===== config.mk =====
export PLATFORM = sky130hd
export DESIGN_NAME = kvs_ctrl
export DESIGN_NICKNAME = d
export VERILOG_FILES = /design/src/hw/rtl/kvs_pkg.sv /design/src/hw/rtl/kvs_ctrl.sv
export SDC_FILE = /design/constraint.sdc
export NUM_CORES = 1
export LEC_CHECK = 0
export ABC_CLOCK_PERIOD_IN_PS = 2300
export BUFFER_PORTS_ARGS = -buffer_cell sky130_fd_sc_hd__buf_2
export CAP_MARGIN = 40
export CORE_MARGIN = 2
export CORE_UTILIZATION = 50
export DETAILED_ROUTE_END_ITERATION = 6
export HOLD_SLACK_MARGIN = 0.05
export PLACE_DENSITY = 0.86
export SYNTH_ARGS = -nofsm -noshare
export SYNTH_HDL_FRONTEND = slang
export SYNTH_SLANG_ARGS = --single-unit

===== constraint.sdc =====
create_clock -name clk -period 2.3 [get_ports clk]
set_input_delay 0.345 -clock clk [delete_from_list [all_inputs] [get_ports clk]]
set_output_delay 0.345 -clock clk [all_outputs]
set_load 0.01 [all_outputs]

===== src/hw/rtl/kvs_pkg.sv =====
package kvs_pkg;

    localparam int KEY_IDX_W        = 6;
    localparam int KEY_TIME_W       = 24;
    localparam int VAL_W            = 32;
    localparam int KEY_COUNT_W      = 7;
    localparam int SEG_W            = 6;
    localparam int FRAC_W           = 16;
    localparam int N_COMP           = 3;
    localparam int STEP_CNT_W       = 4;
    localparam int DEFAULT_MAX_KEYS = 64;

    // Request type codes.
    localparam logic REQ_LOAD   = 1'b0;
    localparam logic REQ_SAMPLE = 1'b1;

    typedef struct packed {
        logic [KEY_TIME_W-1:0] t;
        logic [VAL_W-1:0]      x;
        logic [VAL_W-1:0]      y;
        logic [VAL_W-1:0]      z;
    } entry_t;

    localparam int ENTRY_W = $bits(entry_t);

    typedef enum logic [1:0] {
        ADDR_ZERO,
        ADDR_LAST,
        ADDR_NEXT
    } addr_sel_t;

    typedef enum logic [1:0] {
        CLAMP_OFF,
        CLAMP_ON,
        CLAMP_NE
    } clamp_sel_t;

    typedef enum logic [1:0] {
        SEG_FIRST,
        SEG_LAST,
        SEG_SCAN
    } seg_sel_t;

    typedef enum logic [1:0] {
        COMP_X,
        COMP_Y,
        COMP_Z
    } comp_t;

    typedef struct packed {
        logic       key_wr;
        logic       smp_ld;
        logic       rd_en;
        addr_sel_t  addr_sel;
        logic       idx_inc;
        logic       a_ld;
        logic       b_ld;
        logic       clamp_ld;
        clamp_sel_t clamp_sel;
        logic       seg_ld;
        seg_sel_t   seg_sel;
        logic       div_init;
        logic       div_step;
        logic       mul_en;
        comp_t      mul_comp;
        logic       add_en;
        comp_t      add_comp;
        logic       out_ld;
    } dp_cmd_t;

    typedef struct packed {
        logic n_one;
        logic q_lt_rd;
        logic div_ok;
    } dp_stat_t;

endpackage


===== src/hw/rtl/kvs_ctrl.sv =====
module kvs_ctrl
    import kvs_pkg::*;
(
    input  logic     clk,
    input  logic     rst_n,
    input  logic     req_valid,
    input  logic     req_type,
    output logic     req_ready,
    output logic     res_valid,
    input  logic     res_ready,
    input  dp_stat_t stat,
    output dp_cmd_t  cmd
);

    typedef enum logic [3:0] {
        S_IDLE,
        S_RD0,
        S_FIRST,
        S_LAST,
        S_SCAN,
        S_DIVI,
        S_DIV,
        S_MUL,
        S_OUT
    } state_t;

    state_t                state_reg, state_next;
    logic [STEP_CNT_W-1:0] cnt_reg, cnt_next;
    logic                  res_valid_reg, res_valid_next;

    always_comb
    begin
        cmd            = '0;
        cmd.addr_sel   = ADDR_ZERO;
        cmd.clamp_sel  = CLAMP_OFF;
        cmd.seg_sel    = SEG_FIRST;
        cmd.mul_comp   = COMP_X;
        cmd.add_comp   = COMP_X;
        state_next     = state_reg;
        cnt_next       = '0;
        req_ready      = 1'b0;
        res_valid_next = res_valid_reg && !res_ready;

        case (state_reg)
            S_IDLE:
            begin
                req_ready = 1'b1;
                if (req_valid)
                begin
                    if (req_type == REQ_SAMPLE)
                    begin
                        cmd.smp_ld = 1'b1;
                        state_next = S_RD0;
                    end
                    else
                    begin
                        cmd.key_wr = 1'b1;
                    end
                end
            end
            S_RD0:
            begin
                cmd.rd_en    = 1'b1;
                cmd.addr_sel = ADDR_ZERO;
                state_next   = S_FIRST;
            end
            S_FIRST:
            begin
                cmd.a_ld = 1'b1;
                cmd.b_ld = 1'b1;
                if (stat.n_one || stat.q_lt_rd)
                begin
                    cmd.clamp_ld  = 1'b1;
                    cmd.clamp_sel = stat.n_one ? CLAMP_NE : CLAMP_ON;
                    cmd.seg_ld    = 1'b1;
                    cmd.seg_sel   = SEG_FIRST;
                    cmd.div_init  = 1'b1;
                    state_next    = S_MUL;
                end
                else
                begin
                    cmd.rd_en    = 1'b1;
                    cmd.addr_sel = ADDR_LAST;
                    state_next   = S_LAST;
                end
            end
            S_LAST:
            begin
                cmd.clamp_ld = 1'b1;
                if (!stat.q_lt_rd)
                begin
                    cmd.a_ld      = 1'b1;
                    cmd.b_ld      = 1'b1;
                    cmd.clamp_sel = CLAMP_ON;
                    cmd.seg_ld    = 1'b1;
                    cmd.seg_sel   = SEG_LAST;
                    cmd.div_init  = 1'b1;
                    state_next    = S_MUL;
                end
                else
                begin
                    cmd.clamp_sel = CLAMP_OFF;
                    cmd.rd_en     = 1'b1;
                    cmd.addr_sel  = ADDR_NEXT;
                    cmd.idx_inc   = 1'b1;
                    state_next    = S_SCAN;
                end
            end
            S_SCAN:
            begin
                if (stat.q_lt_rd)
                begin
                    cmd.b_ld    = 1'b1;
                    cmd.seg_ld  = 1'b1;
                    cmd.seg_sel = SEG_SCAN;
                    state_next  = S_DIVI;
                end
                else
                begin
                    cmd.a_ld     = 1'b1;
                    cmd.rd_en    = 1'b1;
                    cmd.addr_sel = ADDR_NEXT;
                    cmd.idx_inc  = 1'b1;
                end
            end
            S_DIVI:
            begin
                cmd.div_init = 1'b1;
                state_next   = stat.div_ok ? S_DIV : S_MUL;
            end
            S_DIV:
            begin
                cmd.div_step = 1'b1;
                if (cnt_reg == STEP_CNT_W'(FRAC_W - 1))
                begin
                    state_next = S_MUL;
                end
                else
                begin
                    cnt_next = cnt_reg + 1'b1;
                end
            end
            S_MUL:
            begin
                // Multiply one component while the previous one is summed.
                cmd.mul_en   = (cnt_reg < STEP_CNT_W'(N_COMP));
                cmd.mul_comp = comp_t'(cnt_reg[1:0]);
                cmd.add_en   = (cnt_reg != '0);
                cmd.add_comp = comp_t'(cnt_reg[1:0] - 2'd1);
                if (cnt_reg == STEP_CNT_W'(N_COMP))
                begin
                    state_next = S_OUT;
                end
                else
                begin
                    cnt_next = cnt_reg + 1'b1;
                end
            end
            S_OUT:
            begin
                if (!res_valid_reg || res_ready)
                begin
                    cmd.out_ld     = 1'b1;
                    res_valid_next = 1'b1;
                    state_next     = S_IDLE;
                end
            end
            default:
            begin
                state_next = S_IDLE;
            end
        endcase
    end

    always_ff @(posedge clk or negedge rst_n)
    begin
        if (!rst_n)
        begin
            state_reg     <= S_IDLE;
            cnt_reg       <= '0;
            res_valid_reg <= 1'b0;
        end
        else
        begin
            state_reg     <= state_next;
            cnt_reg       <= cnt_next;
            res_valid_reg <= res_valid_next;
        end
    end

    assign res_valid = res_valid_reg;

endmodule


## Word-level counts from Yosys, hierarchy flattened

Index checks and enable logic that the tools add are counted.

| word-level totals | value |
|---|---|
| bits in registers | 9 |
| input port bits | 8 |

| cells by class | value |
|---|---|
| add/sub/neg operators | 2 |
| magnitude comparators | 1 |
| equality and inequality tests | 16 |
| mux-type cells | 40 |
| reductions and logical operators | 8 |

Operators with widths:

| kind | number |
|---|---|
| two-way mux 4 bit | 10 |
| case mux 4 bit (9 select lines) | 1 |
| == test 4 x 3 -> 1 bit, second input constant | 4 |
| == test 4 x 2 -> 1 bit, second input constant | 3 |
| != test 2 bit, second input constant | 6 |
| case mux 3 bit (4 select lines) | 1 |
| two-way mux 1 bit | 11 |
| two-way mux 2 bit | 5 |
| two-way mux 3 bit | 3 |
| case mux 3 bit (3 select lines) | 1 |
| == test 4 bit, second input constant | 2 |
| case mux 4 bit (2 select lines) | 1 |
| two-way mux 7 bit | 1 |
| two-way mux 6 bit | 1 |
| case mux 2 bit (3 select lines) | 1 |
| case mux 3 bit (2 select lines) | 1 |
| AND reduction 6 bit | 1 |
| two-way mux 5 bit | 1 |
| adder 4 x 1 -> 4 bit, second input constant | 1 |
| == test 4 x 1 -> 1 bit, second input constant | 1 |
| zero test 4 bit | 1 |
| less-than comparator 4 x 2 -> 1 bit, second input constant | 1 |
| nonzero test 4 bit | 1 |
| case mux 1 bit (3 select lines) | 1 |
| other kinds (5) | 7 |

## Depth between registers and ports, before layout

| logic depth | value |
|---|---|
| depth in word-level cells | 4 |
| depth in mapped cells | 6 |
| gate-level depth less buffers | 5 |

## Least setup slack after synthesis

OpenSTA, ideal clock, no wires.

| timing | value |
|---|---|
| path kind | register to output |
| start point | register state_reg[2] |
| end point | output cmd[21] (netlist bit) |
| arrival | 1.459 ns |
| required time | 1.955 ns |
| slack | 0.496 ns |
| cell stages (with the launch flop) | 5 |
| buffers on the path | 2 |
| cell sequence | dfrtp_1 clkbuf_2 buf_2 nor4_1 and3_1 |

RTL lines:

| what | line | source |
|---|---|---|
| start, declared | kvs_ctrl.sv:27 | `state_t state_reg, state_next;` |
| start signal, assigned | kvs_ctrl.sv:185 | `state_reg <= state_next;` |
| end, declared | kvs_ctrl.sv:12 | `output dp_cmd_t cmd` |

==> impl_summary.md <==
Status
The flow ran to the end, and the final reports show no timing, DRC or antenna violations.

Clock tree
TritonCTS built the clock tree. The post-CTS setup buffer count is 0. The clock transition time at the flip-flop clock pins of the worst setup and hold paths is 0.07 ns. The library cell used as clock root buffer is sky130_fd_sc_hd__clkbuf_4. The latest clock arrival within the worst-skew pair is between 0.2 and 0.3 ns.

CTS built an H-tree with a depth of 1. The clock net sink count is 9. The number of buffers created by CTS is 3. The maximum buffer depth of the clock tree is 2.

Floorplan
The die boundary width is approximately 44 um. The die outline area is between 1500 and 2000 sq um. The initial standard-cell utilization of the core is between 50% and 60%. In this run the vertical extent of the chip is 43.9 um. In this run the count of I/O pins placed on the die edge is 33. The standard-cell row count is 14. The core region is between 1500 and 2000 sq um.

Setup path
In this run the worst path has a maximum fanout of 17. At the worst endpoint, the arrival time is 1.75 ns. For the worst setup path, the data required time is approximately 2.0 ns. The standard cell with the maximum stage delay on the critical path is sky130_fd_sc_hd__dfrtp_1. The worst setup path is captured at an output port. The signal on the critical path passes through and2b_1 -> nand2_1 -> nor4_1 -> buf_2. The largest incremental delay on the critical path is 0.62 ns. The cell family contributing the most delay on the critical path is simple AND/OR/NAND/NOR gates.

The critical path class is reg2out. The sort of element at the start of the critical path is a flip-flop. The sum of buffers and inverters on the critical path is 1.

Drt
The ratio of routed vias to standard cells is about 5.9. After detailed routing, the number of remaining DRC violations is 0. The detailed router's first-iteration violation count is 42. In the final routed layout, each cell accounts on average for ~13 um. The total wire length after detailed routing is a little under 2000 um. The number of optimization iterations in the first detailed-route pass is 4. The remaining number of nets flagged by the antenna check after routing is 0.

The routed layout has between 800 and 900 vias.

Pwr
The switching share of power is between 40% and 50%. The clock share of power is 10.2%. The share of total power dissipated in sequential elements is approximately 27%. The power after layout is about 1.2 mW. The total leakage power is between 0.5 and 0.6 nW. The power density over the cells is ~1200 nW/um^2. The internal power of the cells is around 0.62 mW. Combinational logic is responsible for between 60% and 70% of the overall power. The worst supply voltage drop on vdd is 0.000866 V.

The power dissipated by switching net loads is 0.609 mW.

STA
The final hold violation count was 0. The final count of pins violating max slew came to 0. The worst path uses between 90% and 100% of the clock period. For the final database, setup skew stands at ~0.0014 ns. The final total negative setup slack is 0 ns.

The slew of the pin with the lowest slew margin is 0.475 ns. Timing would allow up to ~480 MHz. Setup repair after global routing left no endpoint under its margin. The relative max-transition margin is between 60% and 70%. The final critical path time including I/O delays and setup is roughly 2.1 ns. The number of endpoints failing setup at the final stage is 0. Once routing completed, OpenROAD measured the worst setup slack at approximately 0.20 ns.

Global route
The initial antenna violation count is 0. In this run the most used layer during global routing was met2. Across every metal layer, demand over resource in global routing totals between 20% and 30%. The met1 usage is between 20 and 30%. The total overflow left after global routing is 0. For this run, global-route usage on met2 was measured as between 30% and 40%. The met3 capacity usage during global routing is 6.25%.

The first-pass GRT wire length is about 3200 um. The pin count of the biggest net entering global routing is 23. The via count of the first global-routing pass is ~740.

Finish
The number of antenna diodes in the final layout is 0. Summing all non-filler instances in the final layout gives an area of 986 sq um. For this run, the share of the core covered by cells in the final layout is between 60% and 70%. Leaving out fill and tap cells, the most frequent cells in the layout are sky130_fd_sc_hd__buf_2 (32), sky130_fd_sc_hd__nor2_1 (16), sky130_fd_sc_hd__a21oi_1 (11).

Relative to the synthesized area, the layout overhead comes to 23.9%. The proportion of layout cells with a drive suffix above 1 is between 30% and 40%. The library cell used most frequently in the layout, excluding fill and tap cells, is sky130_fd_sc_hd__buf_2. At the end of the flow, the number of nets in the layout was around 150.

Run
The number of max-cap violations is 0.

Place
The area of placed instances is approximately 950 sq um. The weighted congestion reported at the end of routability-driven placement is around 0.83. The count of buffers added on input and output ports is 32.

The setup slack after placement is between 0.3 and 0.4 ns. The sum of net half-perimeters after detailed placement is roughly 1500 um.

Yosys
After synthesis the cells add up to just under 800 sq um. The share of the Yosys chip area taken by registers is roughly 28%. The number of distinct library cells after synthesis is 36.

The number of nets handed over by synthesis was 114. The average footprint of a synthesized cell is roughly 7.7 sq um. The synthesized design contains 9 register bits. The count of synthesis-stage warnings from yosys is 0. The synthesized netlist cell count is between 100 and 150.

Hold path
The type of the worst min-delay path is in2reg.
cells in the mapped netlist:
cell / n / area share [%]
sky130_fd_sc_hd__a211oi_2: 1 / 1.6
sky130_fd_sc_hd__nand2b_1: 4 / 3.1
sky130_fd_sc_hd__nand3b_4: 1 / 2.5
sky130_fd_sc_hd__a21o_1: 2 / 1.9
sky130_fd_sc_hd__and3_1: 2 / 1.6
sky130_fd_sc_hd__and2_0: 1 / 0.79
sky130_fd_sc_hd__a31o_2: 1 / 1.1
sky130_fd_sc_hd__nor4_1: 2 / 1.6
sky130_fd_sc_hd__o21a_1: 1 / 0.94
sky130_fd_sc_hd__nor2_1: 16 / 7.5
sky130_fd_sc_hd__o21bai_1: 1 / 0.94
sky130_fd_sc_hd__o22a_1: 1 / 1.1
sky130_fd_sc_hd__mux2i_1: 1 / 1.3
sky130_fd_sc_hd__clkbuf_1: 2 / 0.94
sky130_fd_sc_hd__clkbuf_2: 1 / 0.63
sky130_fd_sc_hd__and3b_1: 1 / 1.1
sky130_fd_sc_hd__a211oi_1: 2 / 1.9
sky130_fd_sc_hd__nand2_1: 6 / 2.8
sky130_fd_sc_hd__a32o_1: 1 / 1.3
sky130_fd_sc_hd__xor2_1: 2 / 2.2
sky130_fd_sc_hd__and4b_1: 1 / 1.3
sky130_fd_sc_hd__nor2b_1: 1 / 0.79
sky130_fd_sc_hd__o31a_1: 1 / 1.1
sky130_fd_sc_hd__nand3_1: 5 / 3.1
sky130_fd_sc_hd__nor4b_1: 2 / 2.2
sky130_fd_sc_hd__nor3b_1: 3 / 2.8
sky130_fd_sc_hd__a31o_1: 1 / 1.1
sky130_fd_sc_hd__ha_1: 2 / 3.1
sky130_fd_sc_hd__buf_2: 5 / 3.1
sky130_fd_sc_hd__and2b_1: 1 / 0.94
sky130_fd_sc_hd__dfrtp_1: 9 / 28
sky130_fd_sc_hd__o31ai_1: 1 / 0.94
sky130_fd_sc_hd__a21oi_1: 11 / 6.9
sky130_fd_sc_hd__a32oi_1: 1 / 1.1
sky130_fd_sc_hd__nor3_1: 7 / 4.4
sky130_fd_sc_hd__inv_1: 4 / 1.9
metal layers:
metal / vias up / wire length (um)
met5: - / 0
met1: 417 / 904
met2: 28 / 922
li1: 438 / -
met3: 2 / 121
met4: 0 / 4
path summary, 6_finish.rpt:
| check | start | to | slack [ns] | cells past startpoint |
|---|---|---|---|---|
| worst min-delay path | res_ready | res_valid | 0.36 | 3 |
| min in group asynchronous | rst_n | state_reg[0] | 0.46 | 2 |
| worst max-delay path | state_reg[2] | cmd[6] | 0.20 | 4 |
| worst min register to register | cnt_reg[0] | cnt_reg[0] | 0.51 | 1 |
| max in group asynchronous | rst_n | state_reg[1] | 1.65 | 2 |
| worst max register to register | cnt_reg[0] | state_reg[0] | 0.67 | 5 |
power groups by stage:
stage	combinational, mW	clock [mW]	sequential, mW
final	0.766	0.126	0.337
after global routing	0.849	0.135	0.353
after CTS	0.763	0.130	0.331
after detailed placement	0.759	0	0.336
after floorplan	0.614	0	0.260
after global placement	0.735	0	0.331
cell type report:
class	instances	area [sq um]
multi-input combinational	83	518
sequential	9	228
fill	133	520
timing repair buffer	34	178
inverter	4	15.0
clock buffer	3	22.5
tap	16	20.0
clock inverter	1	5.00
tightest hold or removal path: cells and delay by family:
| kind | cells | cell delay (ns) |
|---|---|---|
| buffers and inverters | 1 | 0.07 |
| and+or+nand+nor | 2 | 0.17 |
kinds of logic after synthesis:
logic type / share of synthesized area [%]
flip-flops: 28.3
multiplexers: 1.26
buffers and inverters: 6.60
XOR/XNOR: 2.20
adder cells (fa/ha/maj): 3.14
AND/OR/NAND/NOR: 36.6
AO/OA/AOI/OAI: 21.9
metrics by stage:
stage / hold slack, ns / std cells
final: 0.363 / 150
after global routing: 0.386 / 150
after CTS: 0.360 / 150
after detailed placement: 0.207 / 145
after global placement: 0.203 / 145
after floorplan: 0.0494 / 104
timing repair:
item	CTS	global route
hold endpoints to repair	9	0
hold buffers	1	0
endpoints found under the setup margin	0	2
gates resized for setup	0	3
(Power assumes the default switching activity.)
